$ cat src/design/gtg_pkg.sv
// gtg_pkg: shared types, widths, register map and CORDIC arctangent table
// for the go-to-goal velocity controller.
// No dependencies.
package gtg_pkg;

  // Datapath widths
  localparam int OFS_W      = 17;  // goal offset, exact difference of two Q6.10 values
  localparam int XY_W       = 26;  // CORDIC x/y, offset * 64 plus CORDIC gain and headroom
  localparam int Z_W        = 24;  // CORDIC angle accumulator, Q.20 radians
  localparam int ERR_W      = 17;  // heading error, Q4.12
  localparam int MUL_W      = 18;  // shared multiplier operand width
  localparam int PROD_W     = 2 * MUL_W;
  localparam int ANG_PROD_W = 29;  // gain * error never needs more
  localparam int SQ_W       = 32;  // one square of a 17-bit offset or a 16-bit threshold
  localparam int D2_W       = 33;  // sum of two squares

  localparam int ATAN_IDX_W = 5;   // table has 21 entries
  localparam logic signed [Z_W-1:0] HALF_PI_Q20 = 24'sd1647099;

  // Configuration port
  localparam int CFG_ADDR_W = 5;
  localparam int CFG_DATA_W = 32;
  localparam logic [2:0] REG_GOAL_X    = 3'd0;
  localparam logic [2:0] REG_GOAL_Y    = 3'd1;
  localparam logic [2:0] REG_CRUISE    = 3'd2;
  localparam logic [2:0] REG_SLOW_SPD  = 3'd3;
  localparam logic [2:0] REG_SLOW_DIST = 3'd4;
  localparam logic [2:0] REG_STOP_DIST = 3'd5;
  localparam logic [2:0] REG_HEAD_TOL  = 3'd6;
  localparam logic [2:0] REG_GAIN      = 3'd7;

  // Operation selected on the shared multiplier
  typedef enum logic [2:0] {
    MUL_ERR  = 3'd0,
    MUL_DX   = 3'd1,
    MUL_DY   = 3'd2,
    MUL_STOP = 3'd3,
    MUL_SLOW = 3'd4
  } mul_sel_t;

  // Configuration register contents
  typedef struct packed {
    logic signed [15:0] goal_x;
    logic signed [15:0] goal_y;
    logic signed [15:0] cruise_speed;
    logic signed [15:0] slow_speed;
    logic [15:0]        slow_distance;
    logic [15:0]        stop_distance;
    logic [14:0]        heading_tolerance;
    logic [11:0]        steering_gain;
  } gtg_cfg_t;

  // Commands from the controller to the datapath
  typedef struct packed {
    logic                  load_in;   // capture pose, form goal offset
    logic                  pre_rot;   // load CORDIC with quadrant fold
    logic                  iter_en;   // one vectoring step
    logic [ATAN_IDX_W-1:0] iter_idx;
    logic                  bear_en;   // round bearing, form heading error
    logic                  mul_go;    // issue one multiply
    mul_sel_t              mul_sel;
    logic                  load_out;  // register result and arrival flag
  } gtg_cmd_t;

  // atan(2^-i) in Q.20 radians
  function automatic logic [19:0] atan_q20(input logic [ATAN_IDX_W-1:0] idx);
    logic [19:0] v;
    case (idx)
      5'd0:    v = 20'd823550;
      5'd1:    v = 20'd486170;
      5'd2:    v = 20'd256879;
      5'd3:    v = 20'd130396;
      5'd4:    v = 20'd65451;
      5'd5:    v = 20'd32757;
      5'd6:    v = 20'd16383;
      5'd7:    v = 20'd8192;
      5'd8:    v = 20'd4096;
      5'd9:    v = 20'd2048;
      5'd10:   v = 20'd1024;
      5'd11:   v = 20'd512;
      5'd12:   v = 20'd256;
      5'd13:   v = 20'd128;
      5'd14:   v = 20'd64;
      5'd15:   v = 20'd32;
      5'd16:   v = 20'd16;
      5'd17:   v = 20'd8;
      5'd18:   v = 20'd4;
      5'd19:   v = 20'd2;
      5'd20:   v = 20'd1;
      default: v = 20'd0;
    endcase
    return v;
  endfunction

endpackage

$ cat src/design/gtg_if.sv
// gtg_if: request channel interfaces (pose in, velocity command out).
// Plain valid/ready handshake; no dependencies.
interface gtg_in_if;
  logic               valid;
  logic               ready;
  logic signed [15:0] pose_x;
  logic signed [15:0] pose_y;
  logic signed [15:0] pose_heading;

  modport source (output valid, output pose_x, output pose_y, output pose_heading,
                  input ready);
  modport sink   (input valid, input pose_x, input pose_y, input pose_heading,
                  output ready);
endinterface

interface gtg_out_if;
  logic               valid;
  logic               ready;
  logic signed [15:0] linear_velocity;
  logic signed [15:0] angular_velocity;
  logic               arrived;

  modport source (output valid, output linear_velocity, output angular_velocity,
                  output arrived, input ready);
  modport sink   (input valid, input linear_velocity, input angular_velocity,
                  input arrived, output ready);
endinterface

$ cat src/design/gtg_regs.sv
// gtg_regs: APB-style configuration register file.
// Depends on gtg_pkg for the register map and gtg_cfg_t.
module gtg_regs import gtg_pkg::*; (
  input  logic                  clk,
  input  logic                  rst_n,
  input  logic                  psel,
  input  logic                  penable,
  input  logic                  pwrite,
  input  logic [CFG_ADDR_W-1:0] paddr,
  input  logic [CFG_DATA_W-1:0] pwdata,
  output logic [CFG_DATA_W-1:0] prdata,
  output logic                  pready,
  output gtg_cfg_t              cfg
);

  gtg_cfg_t   cfg_r;
  logic       wr_en;
  logic [2:0] reg_idx;

  assign pready  = 1'b1;
  assign wr_en   = psel & penable & pwrite;
  assign reg_idx = paddr[CFG_ADDR_W-1:2];
  assign cfg     = cfg_r;

  // Register writes
  always_ff @(posedge clk) begin
    if (!rst_n) begin
      cfg_r.goal_x            <= 16'sd0;
      cfg_r.goal_y            <= 16'sd0;
      cfg_r.cruise_speed      <= 16'sd1024;
      cfg_r.slow_speed        <= 16'sd512;
      cfg_r.slow_distance     <= 16'd512;
      cfg_r.stop_distance     <= 16'd102;
      cfg_r.heading_tolerance <= 15'd41;
      cfg_r.steering_gain     <= 12'd512;
    end else if (wr_en) begin
      unique case (reg_idx)
        REG_GOAL_X:    cfg_r.goal_x            <= pwdata[15:0];
        REG_GOAL_Y:    cfg_r.goal_y            <= pwdata[15:0];
        REG_CRUISE:    cfg_r.cruise_speed      <= pwdata[15:0];
        REG_SLOW_SPD:  cfg_r.slow_speed        <= pwdata[15:0];
        REG_SLOW_DIST: cfg_r.slow_distance     <= pwdata[15:0];
        REG_STOP_DIST: cfg_r.stop_distance     <= pwdata[15:0];
        REG_HEAD_TOL:  cfg_r.heading_tolerance <= pwdata[14:0];
        REG_GAIN:      cfg_r.steering_gain     <= pwdata[11:0];
        default: ;
      endcase
    end
  end

  // Read mux, signed fields sign extended
  always_comb begin
    unique case (reg_idx)
      REG_GOAL_X:    prdata = {{16{cfg_r.goal_x[15]}}, cfg_r.goal_x};
      REG_GOAL_Y:    prdata = {{16{cfg_r.goal_y[15]}}, cfg_r.goal_y};
      REG_CRUISE:    prdata = {{16{cfg_r.cruise_speed[15]}}, cfg_r.cruise_speed};
      REG_SLOW_SPD:  prdata = {{16{cfg_r.slow_speed[15]}}, cfg_r.slow_speed};
      REG_SLOW_DIST: prdata = {16'd0, cfg_r.slow_distance};
      REG_STOP_DIST: prdata = {16'd0, cfg_r.stop_distance};
      REG_HEAD_TOL:  prdata = {17'd0, cfg_r.heading_tolerance};
      REG_GAIN:      prdata = {20'd0, cfg_r.steering_gain};
      default:       prdata = '0;
    endcase
  end

endmodule

$ cat src/design/gtg_dp.sv
// gtg_dp: datapath. Goal offset, iterative vectoring CORDIC for bearing,
// one shared 18x18 multiplier for gain and squared distances, decision logic.
// Depends on gtg_pkg; driven by gtg_ctrl through gtg_cmd_t.
module gtg_dp import gtg_pkg::*; (
  input  logic               clk,
  input  logic               rst_n,
  input  gtg_cfg_t           cfg,
  input  gtg_cmd_t           cmd,
  input  logic signed [15:0] pose_x,
  input  logic signed [15:0] pose_y,
  input  logic signed [15:0] pose_heading,
  output logic signed [15:0] linear_velocity,
  output logic signed [15:0] angular_velocity,
  output logic               arrived
);

  // Captured request and CORDIC state
  logic signed [OFS_W-1:0]  dx_r, dy_r;
  logic signed [15:0]       heading_r;
  logic                     zero_r;
  logic signed [XY_W-1:0]   x_r, y_r;
  logic signed [Z_W-1:0]    z_r;
  logic signed [ERR_W-1:0]  err_r;

  // Multiplier and products
  logic signed [MUL_W-1:0]      op_a, op_b;
  logic signed [PROD_W-1:0]     prod_r;
  mul_sel_t                     sel_d_r;
  logic                         store_r;
  logic signed [ANG_PROD_W-1:0] ang_prod_r;
  logic [D2_W-1:0]              d2_r;
  logic [SQ_W-1:0]              stop2_r, slow2_r;

  // Result registers
  logic                     goal_reached_r;
  logic signed [15:0]       lin_r, ang_r;

  logic signed [XY_W-1:0]   x_pre, y_pre, x_sh, y_sh;
  logic signed [Z_W-1:0]    z_step, z_rnd;
  logic signed [15:0]       bearing;
  logic [ERR_W-1:0]         abs_err;
  logic                     turn;
  logic signed [ANG_PROD_W-1:0] ang_rnd;
  logic signed [15:0]       ang_sat, lin_nxt, ang_nxt;
  logic                     arrive_now;

  // Offset scaled by 64 for the CORDIC
  assign x_pre  = {{(XY_W-OFS_W-6){dx_r[OFS_W-1]}}, dx_r, 6'b0};
  assign y_pre  = {{(XY_W-OFS_W-6){dy_r[OFS_W-1]}}, dy_r, 6'b0};
  assign x_sh   = x_r >>> cmd.iter_idx;
  assign y_sh   = y_r >>> cmd.iter_idx;
  assign z_step = {{(Z_W-20){1'b0}}, atan_q20(cmd.iter_idx)};

  // Bearing rounded from Q.20 to Q3.12
  assign z_rnd   = z_r + Z_W'(128);
  assign bearing = zero_r ? 16'sd0 : z_rnd[Z_W-1:8];

  // Offset capture, quadrant fold and vectoring steps
  always_ff @(posedge clk) begin
    if (cmd.load_in) begin
      dx_r      <= OFS_W'(cfg.goal_x) - OFS_W'(pose_x);
      dy_r      <= OFS_W'(cfg.goal_y) - OFS_W'(pose_y);
      heading_r <= pose_heading;
    end
    if (cmd.pre_rot) begin
      zero_r <= (dx_r == '0) && (dy_r == '0);
      if (dx_r[OFS_W-1]) begin
        if (!dy_r[OFS_W-1]) begin
          x_r <= y_pre;
          y_r <= -x_pre;
          z_r <= HALF_PI_Q20;
        end else begin
          x_r <= -y_pre;
          y_r <= x_pre;
          z_r <= -HALF_PI_Q20;
        end
      end else begin
        x_r <= x_pre;
        y_r <= y_pre;
        z_r <= '0;
      end
    end else if (cmd.iter_en) begin
      if (!y_r[XY_W-1]) begin
        x_r <= x_r + y_sh;
        y_r <= y_r - x_sh;
        z_r <= z_r + z_step;
      end else begin
        x_r <= x_r - y_sh;
        y_r <= y_r + x_sh;
        z_r <= z_r - z_step;
      end
    end
    if (cmd.bear_en) begin
      err_r <= ERR_W'(bearing) - ERR_W'(heading_r);
    end
  end

  // Shared multiplier operand select
  always_comb begin
    unique case (cmd.mul_sel)
      MUL_ERR: begin
        op_a = {{(MUL_W-12){1'b0}}, cfg.steering_gain};
        op_b = MUL_W'(err_r);
      end
      MUL_DX: begin
        op_a = MUL_W'(dx_r);
        op_b = MUL_W'(dx_r);
      end
      MUL_DY: begin
        op_a = MUL_W'(dy_r);
        op_b = MUL_W'(dy_r);
      end
      MUL_STOP: begin
        op_a = {{(MUL_W-16){1'b0}}, cfg.stop_distance};
        op_b = {{(MUL_W-16){1'b0}}, cfg.stop_distance};
      end
      MUL_SLOW: begin
        op_a = {{(MUL_W-16){1'b0}}, cfg.slow_distance};
        op_b = {{(MUL_W-16){1'b0}}, cfg.slow_distance};
      end
      default: begin
        op_a = '0;
        op_b = '0;
      end
    endcase
  end

  // Multiply, then file the product in the next cycle
  always_ff @(posedge clk) begin
    if (!rst_n) begin
      store_r <= 1'b0;
    end else begin
      store_r <= cmd.mul_go;
    end
    if (cmd.mul_go) begin
      prod_r  <= op_a * op_b;
      sel_d_r <= cmd.mul_sel;
    end
    if (store_r) begin
      case (sel_d_r)
        MUL_ERR:  ang_prod_r <= prod_r[ANG_PROD_W-1:0];
        MUL_DX:   d2_r       <= {1'b0, prod_r[SQ_W-1:0]};
        MUL_DY:   d2_r       <= d2_r + {1'b0, prod_r[SQ_W-1:0]};
        MUL_STOP: stop2_r    <= prod_r[SQ_W-1:0];
        MUL_SLOW: slow2_r    <= prod_r[SQ_W-1:0];
        default: ;
      endcase
    end
  end

  // Decision: turn in place, drive, or arrive
  assign abs_err = err_r[ERR_W-1] ? ERR_W'(-err_r) : ERR_W'(err_r);
  assign turn    = abs_err > {{(ERR_W-15){1'b0}}, cfg.heading_tolerance};
  assign ang_rnd = (ang_prod_r + ANG_PROD_W'(512)) >>> 10;

  always_comb begin
    if (ang_rnd > ANG_PROD_W'(32767)) begin
      ang_sat = 16'sh7FFF;
    end else if (ang_rnd < -ANG_PROD_W'(32768)) begin
      ang_sat = -16'sh8000;
    end else begin
      ang_sat = ang_rnd[15:0];
    end
  end

  always_comb begin
    lin_nxt    = 16'sd0;
    ang_nxt    = 16'sd0;
    arrive_now = 1'b0;
    if (!goal_reached_r) begin
      if (turn) begin
        ang_nxt = ang_sat;
      end else if (d2_r >= {1'b0, stop2_r}) begin
        lin_nxt = (d2_r >= {1'b0, slow2_r}) ? cfg.cruise_speed : cfg.slow_speed;
      end else begin
        arrive_now = 1'b1;
      end
    end
  end

  // Result and sticky arrival flag
  always_ff @(posedge clk) begin
    if (!rst_n) begin
      goal_reached_r <= 1'b0;
    end else if (cmd.load_out) begin
      goal_reached_r <= goal_reached_r | arrive_now;
    end
    if (cmd.load_out) begin
      lin_r <= lin_nxt;
      ang_r <= ang_nxt;
    end
  end

  assign linear_velocity  = lin_r;
  assign angular_velocity = ang_r;
  assign arrived          = goal_reached_r;

endmodule

$ cat src/design/gtg_ctrl.sv
// gtg_ctrl: controller state machine. Sequences offset capture, CORDIC steps,
// bearing, five multiplies and the result handoff; owns the handshake flags.
// Depends on gtg_pkg for gtg_cmd_t.
module gtg_ctrl import gtg_pkg::*; #(
  parameter int CORDIC_STEPS = 16
) (
  input  logic     clk,
  input  logic     rst_n,
  input  logic     in_valid,
  output logic     in_ready,
  output logic     out_valid,
  input  logic     out_ready,
  output gtg_cmd_t cmd
);

  localparam int CNT_W = $clog2(CORDIC_STEPS);

  typedef enum logic [2:0] {
    ST_IDLE,
    ST_PRE,
    ST_ITER,
    ST_BEAR,
    ST_MUL,
    ST_DRAIN,
    ST_FINISH
  } state_t;

  state_t           state_r;
  logic [CNT_W-1:0] cnt_r;
  logic             in_ready_r;
  logic             out_valid_r;
  logic             accept;
  logic             out_free;

  assign accept    = in_valid & in_ready_r;
  assign out_free  = ~out_valid_r | out_ready;
  assign in_ready  = in_ready_r;
  assign out_valid = out_valid_r;

  // Commands decoded from state
  always_comb begin
    cmd          = '0;
    cmd.load_in  = accept;
    cmd.pre_rot  = (state_r == ST_PRE);
    cmd.iter_en  = (state_r == ST_ITER);
    cmd.iter_idx = ATAN_IDX_W'(cnt_r);
    cmd.bear_en  = (state_r == ST_BEAR);
    cmd.mul_go   = (state_r == ST_MUL);
    cmd.mul_sel  = mul_sel_t'(cnt_r[2:0]);
    cmd.load_out = (state_r == ST_FINISH) & out_free;
  end

  // State, counter and handshake flags
  always_ff @(posedge clk) begin
    if (!rst_n) begin
      state_r     <= ST_IDLE;
      cnt_r       <= '0;
      in_ready_r  <= 1'b1;
      out_valid_r <= 1'b0;
    end else begin
      // Result flag: set on handoff, cleared once taken
      if ((state_r == ST_FINISH) && out_free) begin
        out_valid_r <= 1'b1;
      end else if (out_valid_r && out_ready) begin
        out_valid_r <= 1'b0;
      end
      unique case (state_r)
        ST_IDLE: begin
          if (accept) begin
            in_ready_r <= 1'b0;
            state_r    <= ST_PRE;
          end
        end
        ST_PRE: begin
          cnt_r   <= '0;
          state_r <= ST_ITER;
        end
        ST_ITER: begin
          if (cnt_r == CNT_W'(CORDIC_STEPS - 1)) begin
            state_r <= ST_BEAR;
          end else begin
            cnt_r <= cnt_r + 1'b1;
          end
        end
        ST_BEAR: begin
          cnt_r   <= '0;
          state_r <= ST_MUL;
        end
        ST_MUL: begin
          if (cnt_r[2:0] == 3'(MUL_SLOW)) begin
            state_r <= ST_DRAIN;
          end else begin
            cnt_r <= cnt_r + 1'b1;
          end
        end
        ST_DRAIN: begin
          state_r <= ST_FINISH;
        end
        ST_FINISH: begin
          if (out_free) begin
            in_ready_r  <= 1'b1;
            state_r     <= ST_IDLE;
          end
        end
        default: begin
          state_r <= ST_IDLE;
        end
      endcase
    end
  end

endmodule

$ cat src/design/go_to_goal_velocity_controller.sv
// Go-to-goal velocity controller, top level.
// Usage:
//   in_ch  : pose request (pose_x, pose_y Q6.10; pose_heading Q3.12 rad),
//            valid/ready, accepted when both are high at a clock edge.
//   out_ch : one command per request (linear_velocity, angular_velocity
//            Q6.10, sticky arrived flag), valid/ready.
//   psel/penable/pwrite/paddr/pwdata/prdata/pready: APB-style register port,
//            register i at byte address 4*i; write only while idle.
// Timing: one request at a time. The interval between accepted requests is
//   set by the iterative CORDIC (one vectoring step per cycle) followed by
//   five passes through the shared 18x18 multiplier. The result becomes
//   valid, and in_ready rises again, at the same clock edge.
// A finished result sits in the output register; in_ready rises again at the
//   same time, so a new request can be taken while the result waits. If the
//   receiver still holds off when the next result is done, that result waits
//   internally until the output register frees.
// Reset (rst_n low, synchronous) clears the arrived flag, the handshake state
//   and loads the register defaults.
// Depends on gtg_pkg, gtg_if, gtg_regs, gtg_ctrl, gtg_dp.
module go_to_goal_velocity_controller import gtg_pkg::*; #(
  parameter int CORDIC_STEPS = 16
) (
  input  logic                  clk,
  input  logic                  rst_n,
  gtg_in_if.sink                in_ch,
  gtg_out_if.source             out_ch,
  input  logic                  psel,
  input  logic                  penable,
  input  logic                  pwrite,
  input  logic [CFG_ADDR_W-1:0] paddr,
  input  logic [CFG_DATA_W-1:0] pwdata,
  output logic [CFG_DATA_W-1:0] prdata,
  output logic                  pready
);

  gtg_cfg_t           cfg;
  gtg_cmd_t           cmd;
  logic               in_ready;
  logic               out_valid;
  logic signed [15:0] lin, ang;
  logic               arr;

  // Configuration registers
  gtg_regs u_regs (
    .clk     (clk),
    .rst_n   (rst_n),
    .psel    (psel),
    .penable (penable),
    .pwrite  (pwrite),
    .paddr   (paddr),
    .pwdata  (pwdata),
    .prdata  (prdata),
    .pready  (pready),
    .cfg     (cfg)
  );

  // Sequencer
  gtg_ctrl #(
    .CORDIC_STEPS (CORDIC_STEPS)
  ) u_ctrl (
    .clk       (clk),
    .rst_n     (rst_n),
    .in_valid  (in_ch.valid),
    .in_ready  (in_ready),
    .out_valid (out_valid),
    .out_ready (out_ch.ready),
    .cmd       (cmd)
  );

  // Arithmetic
  gtg_dp u_dp (
    .clk              (clk),
    .rst_n            (rst_n),
    .cfg              (cfg),
    .cmd              (cmd),
    .pose_x           (in_ch.pose_x),
    .pose_y           (in_ch.pose_y),
    .pose_heading     (in_ch.pose_heading),
    .linear_velocity  (lin),
    .angular_velocity (ang),
    .arrived          (arr)
  );

  assign in_ch.ready             = in_ready;
  assign out_ch.valid            = out_valid;
  assign out_ch.linear_velocity  = lin;
  assign out_ch.angular_velocity = ang;
  assign out_ch.arrived          = arr;

endmodule

$ cat src/flat_wrapper.sv
// flat-port wrapper written by rule: the top's interface ports become plain ports
module go_to_goal_velocity_controller_flat import gtg_pkg::*;
#(
  parameter int CORDIC_STEPS = 16
)
  (clk, rst_n, psel, penable, pwrite, paddr, pwdata, prdata, pready, in_ch_valid, in_ch_pose_x, in_ch_pose_y, in_ch_pose_heading, in_ch_ready, out_ch_valid, out_ch_linear_velocity, out_ch_angular_velocity, out_ch_arrived, out_ch_ready);
  gtg_in_if in_ch_i ();
  gtg_out_if out_ch_i ();
  input  logic clk;
  input  logic rst_n;
  input  logic psel;
  input  logic penable;
  input  logic pwrite;
  input  logic [CFG_ADDR_W-1:0] paddr;
  input  logic [CFG_DATA_W-1:0] pwdata;
  output logic [CFG_DATA_W-1:0] prdata;
  output logic pready;
  input wire logic [$bits(in_ch_i.valid)-1:0] in_ch_valid;
  input wire logic [$bits(in_ch_i.pose_x)-1:0] in_ch_pose_x;
  input wire logic [$bits(in_ch_i.pose_y)-1:0] in_ch_pose_y;
  input wire logic [$bits(in_ch_i.pose_heading)-1:0] in_ch_pose_heading;
  output wire logic [$bits(in_ch_i.ready)-1:0] in_ch_ready;
  output wire logic [$bits(out_ch_i.valid)-1:0] out_ch_valid;
  output wire logic [$bits(out_ch_i.linear_velocity)-1:0] out_ch_linear_velocity;
  output wire logic [$bits(out_ch_i.angular_velocity)-1:0] out_ch_angular_velocity;
  output wire logic [$bits(out_ch_i.arrived)-1:0] out_ch_arrived;
  input wire logic [$bits(out_ch_i.ready)-1:0] out_ch_ready;
  assign in_ch_i.valid = in_ch_valid;
  assign in_ch_i.pose_x = in_ch_pose_x;
  assign in_ch_i.pose_y = in_ch_pose_y;
  assign in_ch_i.pose_heading = in_ch_pose_heading;
  assign in_ch_ready = in_ch_i.ready;
  assign out_ch_valid = out_ch_i.valid;
  assign out_ch_linear_velocity = out_ch_i.linear_velocity;
  assign out_ch_angular_velocity = out_ch_i.angular_velocity;
  assign out_ch_arrived = out_ch_i.arrived;
  assign out_ch_i.ready = out_ch_ready;
  go_to_goal_velocity_controller #(.CORDIC_STEPS(CORDIC_STEPS)) u_core (.clk(clk), .rst_n(rst_n), .in_ch(in_ch_i), .out_ch(out_ch_i), .psel(psel), .penable(penable), .pwrite(pwrite), .paddr(paddr), .pwdata(pwdata), .prdata(prdata), .pready(pready));
endmodule
$ cat config.mk
export PLATFORM = sky130hd
export DESIGN_NAME = go_to_goal_velocity_controller_flat
export DESIGN_NICKNAME = d
export VERILOG_FILES = /design/src/design/gtg_pkg.sv /design/src/design/gtg_if.sv /design/src/design/gtg_regs.sv /design/src/design/gtg_dp.sv /design/src/design/gtg_ctrl.sv /design/src/design/go_to_goal_velocity_controller.sv /design/src/flat_wrapper.sv
export SDC_FILE = /design/constraint.sdc
export NUM_CORES = 2
export LEC_CHECK = 0
export BUFFER_PORTS_ARGS = -buffer_cell sky130_fd_sc_hd__clkbuf_2
export CAP_MARGIN = 20
export CORE_MARGIN = 1
export CORE_UTILIZATION = 55
export CTS_CLUSTER_DIAMETER = 100
export CTS_CLUSTER_SIZE = 24
export DETAILED_ROUTE_END_ITERATION = 6
export GPL_ROUTABILITY_DRIVEN = 0
export MAX_ROUTING_LAYER = met4
export PLACE_DENSITY = 0.71
export SLEW_MARGIN = 5
export SYNTH_ARGS = -nofsm -noshare
export SYNTH_HDL_FRONTEND = slang
export SYNTH_HIERARCHICAL = 1
export SYNTH_SLANG_ARGS = --single-unit
$ cat constraint.sdc
create_clock -name clk -period 7.5 [get_ports clk]
set_input_delay 1.5 -clock clk [delete_from_list [all_inputs] [get_ports clk]]
set_output_delay 1.5 -clock clk [all_outputs]
set_load 0.05 [all_outputs]
==> out/results.tsv <==
stage	metric	value	unit
run_status	status	complete, no violations	
power	intPower	11800	uW
power	vdd_drop_max	0.669	mV
layout	nets	5826	
cts	clk_pin_slew	100	ps
run	cap_viol_max_count	0	
setup_path	r2r_slack	140	ps
routing	wl_per_cell	20.2	um
global_route	grt_pass1_vias	35300	
cts	cts_buffer_depth	3	
global_route	grt_max_degree	126	
power	p_leak	0.0210	uW
power	p_switching	10600	uW
logic_synthesis	synth_area	0.0448	mm^2
cts	htree_levels	1	
routing	wl	125	mm
worst_hold_path	hp-class	register to register	
setup_path	path_class	register to register	
layout	syn2layout_area_growth	8.96	%
global_route	gr-total-overflow	0	
layout	mostFrequentLayoutCells	624 x nand2_1, 603 x inv_1, 404 x nor2_1, 333 x ha_1, 328 x edfxtp_1	
logic_synthesis	yosys_warnings	6	
layout	ff_latch_area	0.0125	mm^2
power	p_total	22400	uW
sta	layout_min_cycle_time	7360	ps
sta	max-slew-margin-rel	20.9	%
global_route	grt_pass1_wl	195	mm
logic_synthesis	synth-edff-count	328	
floorplanning	std_cell_rows	104	
place	dp_hpwl	96.4	mm
logic_synthesis	ys_async_sr_fraction	0	%
routing	drc	0	
power	power_density	459	mW/mm^2
logic_synthesis	synthCells	4956	
power	seq_power_share	18.5	%
floorplanning	start_util	55.6	%
logic_synthesis	syn_area_per_cell	9.04	um^2
global_route	track_usage	30.9	%
power	p_clk_share	7.5	%
layout	fillers	6892	
global_route	grt_antenna_before_repair	1	
cts	cts_sinks	462	
power	switching_share	47.5	%
logic_synthesis	ys_ff_latch	462	
routing	dr.first_iter.drc_count	3687	
logic_synthesis	syn-num-nets	5683	
routing	ant_nets	0	
logic_synthesis	seq_area_frac_synth	28.0	%
logic_synthesis	synth_flop_cell	edfxtp_1	
layout	multi_input_area	0.0293	mm^2
setup_path	required	7860	ps
sta	worst_pin_slew	1190	ps
sta	setup_viol	0	
sta	setup_tns	0	ps
sta	hold_viol_final	0	
place	port_buffers	140	
floorplanning	die_height	287	um
floorplanning	io_pins	160	
floorplanning	die_w	287	um
cts	clock_latency	650	ps
cts	cts_buffers	27	
sta	timing.fmax	0.136	GHz
routing	drtPass1Iterations	6	
sta	finalMaxSlewViolations	0	
cts	cts-root-buf	clkbuf_16	
cts	cts_tree	yes	
power	combPwrFrac	74.0	%
routing	routed-via-count	36900	
logic_synthesis	yosys.cell_types.count	93	
sta	post-route-period-util	98.2	%
sta	finClkSkew	40.9	ps
setup_path	critPathArrivalTime	7720	ps
setup_path	crit_path_start_kind	register	
floorplanning	die_area	0.0826	mm^2
cts	hold_buffers	0	
floorplanning	core_region_area	0.0805	mm^2
setup_path	crit_fanout	7	
routing	viasPerCell	5.97	
layout	drive_gt1_share	12.4	%
setup_path	cp-end-kind	register	
layout	final_common_cell	nand2_1	
## Yosys cell counts, types with 100 or more instances
cell type  number  share of area, %
xnor2_1       153               3.0
dfxtp_1       134               6.0
fa_1          297                13
o21ai_0       256               2.9
ha_1          338               9.4
clkbuf_1      130               1.1
xor2_1        122               2.4
inv_1         606               5.1
edfxtp_1      328                22
nand2_1       627               5.3
a21boi_0      100               1.7
nor2_1        411               3.4
a21oi_1       224               2.5
## power by group through the flow
stage	combinational [uW]	sequential [uW]	clock (uW)
2_1_floorplan	11300	3980	0
3_3_place_gp	15000	4160	0
3_5_place_dp	15400	4170	0
4_1_cts	15500	4110	1720
5_1_grt	18500	4160	1810
6_report	16600	4130	1690
## worst max-delay path: stages, from the launching register on
cell and delay [ps]:
dfxtp_4 430, buf_6 160, mux2_2 350, a22o_4 250
a21oi_4 150, o21a_4 170, buf_6 110, nor2_1 50
fa_1 550, inv_1 60, fa_1 500, fa_1 600
inv_1 70, fa_1 480, fa_1 540, inv_1 50
fa_1 520, inv_1 40, ha_1 310, buf_4 160
nand2_2 70, nor2_1 40, a21oi_1 160, o31ai_2 110
o41a_1 510, a211oi_2 290, a22oi_1 140, xor2_1 200
## flip-flops by register name, indices dropped and copies added (netlist names), 20 cells and up
signal / cells
u_core/u_regs/cfg: 123
u_core/u_dp/x_r: 26
u_core/u_dp/ang_prod_r: 20
u_core/u_dp/y_r: 26
u_core/u_dp/d2_r: 33
u_core/u_dp/z_r: 24
u_core/u_dp/stop2_r: 32
u_core/u_dp/slow2_r: 32
u_core/u_dp/prod_r: 32
## cell families after synthesis
group / after synthesis / synth area share [%]
adders and majority gates: 635 / 22.7
AOI/OAI and AO/OA: 1087 / 16.0
muxes: 169 / 5.45
DFF: 462 / 28.0
other: 2 / 0.0168
buffers and inverters: 851 / 7.73
and+or+nand+nor: 1475 / 14.8
xor gates and xnor gates: 275 / 5.38
## metal layers
metal	wire [um]	part of all wire, %	track usage [%]
met1	53400	43	42.5
met2	55100	44	47.1
met3	11200	9.0	4.13
met4	5150	4.1	10.6
met5	0	0	-
## final timing paths
path	from	endpoint	cells past startpoint
worst max register to register	u_core/u_ctrl/cnt_r[0]	u_core/u_dp/prod_r[30]	27
worst min register to register	u_core/u_regs/cfg[84]	u_core/u_regs/cfg[84]	2
worst min-delay path	u_core/u_regs/cfg[84]	u_core/u_regs/cfg[84]	2
worst max-delay path	u_core/u_ctrl/cnt_r[0]	u_core/u_dp/prod_r[30]	27
## cell type report
class | count | area share (%)
diodes | 2 | 0.0103
clock inverters | 12 | 0.315
clock buffers | 38 | 1.51
well taps | 1060 | 2.72
repair buffers | 354 | 5.02
multi-input cells | 3643 | 60.0
flip-flops and latches | 462 | 25.7
inverters | 611 | 4.71
## through the flow
step | cell area, um^2 | hold WS [ps] | util (%) | std cells | setup slack, ps
after floorplan | 44800 | 442 | - | 4956 | 6.48
after global placement | 47100 | 458 | 58.4 | 6092 | -104
after detailed placement | 47100 | 470 | 58.4 | 6092 | -236
after CTS | 48000 | 484 | 59.6 | 6145 | 5.51
after global routing | 48800 | 509 | 60.6 | 6180 | -73.9
final | 48800 | 487 | 60.6 | 6182 | 138
## timing repair
action                     4_1_cts  5_1_grt
setup endpoints to repair        5        8
hold endpoints to repair         0        0
gates resized for setup          8      120
pin swaps                        1       31
cloned                           0        2
setup buffers                    3       30
Note: power is estimated with default switching activity, not from simulation.
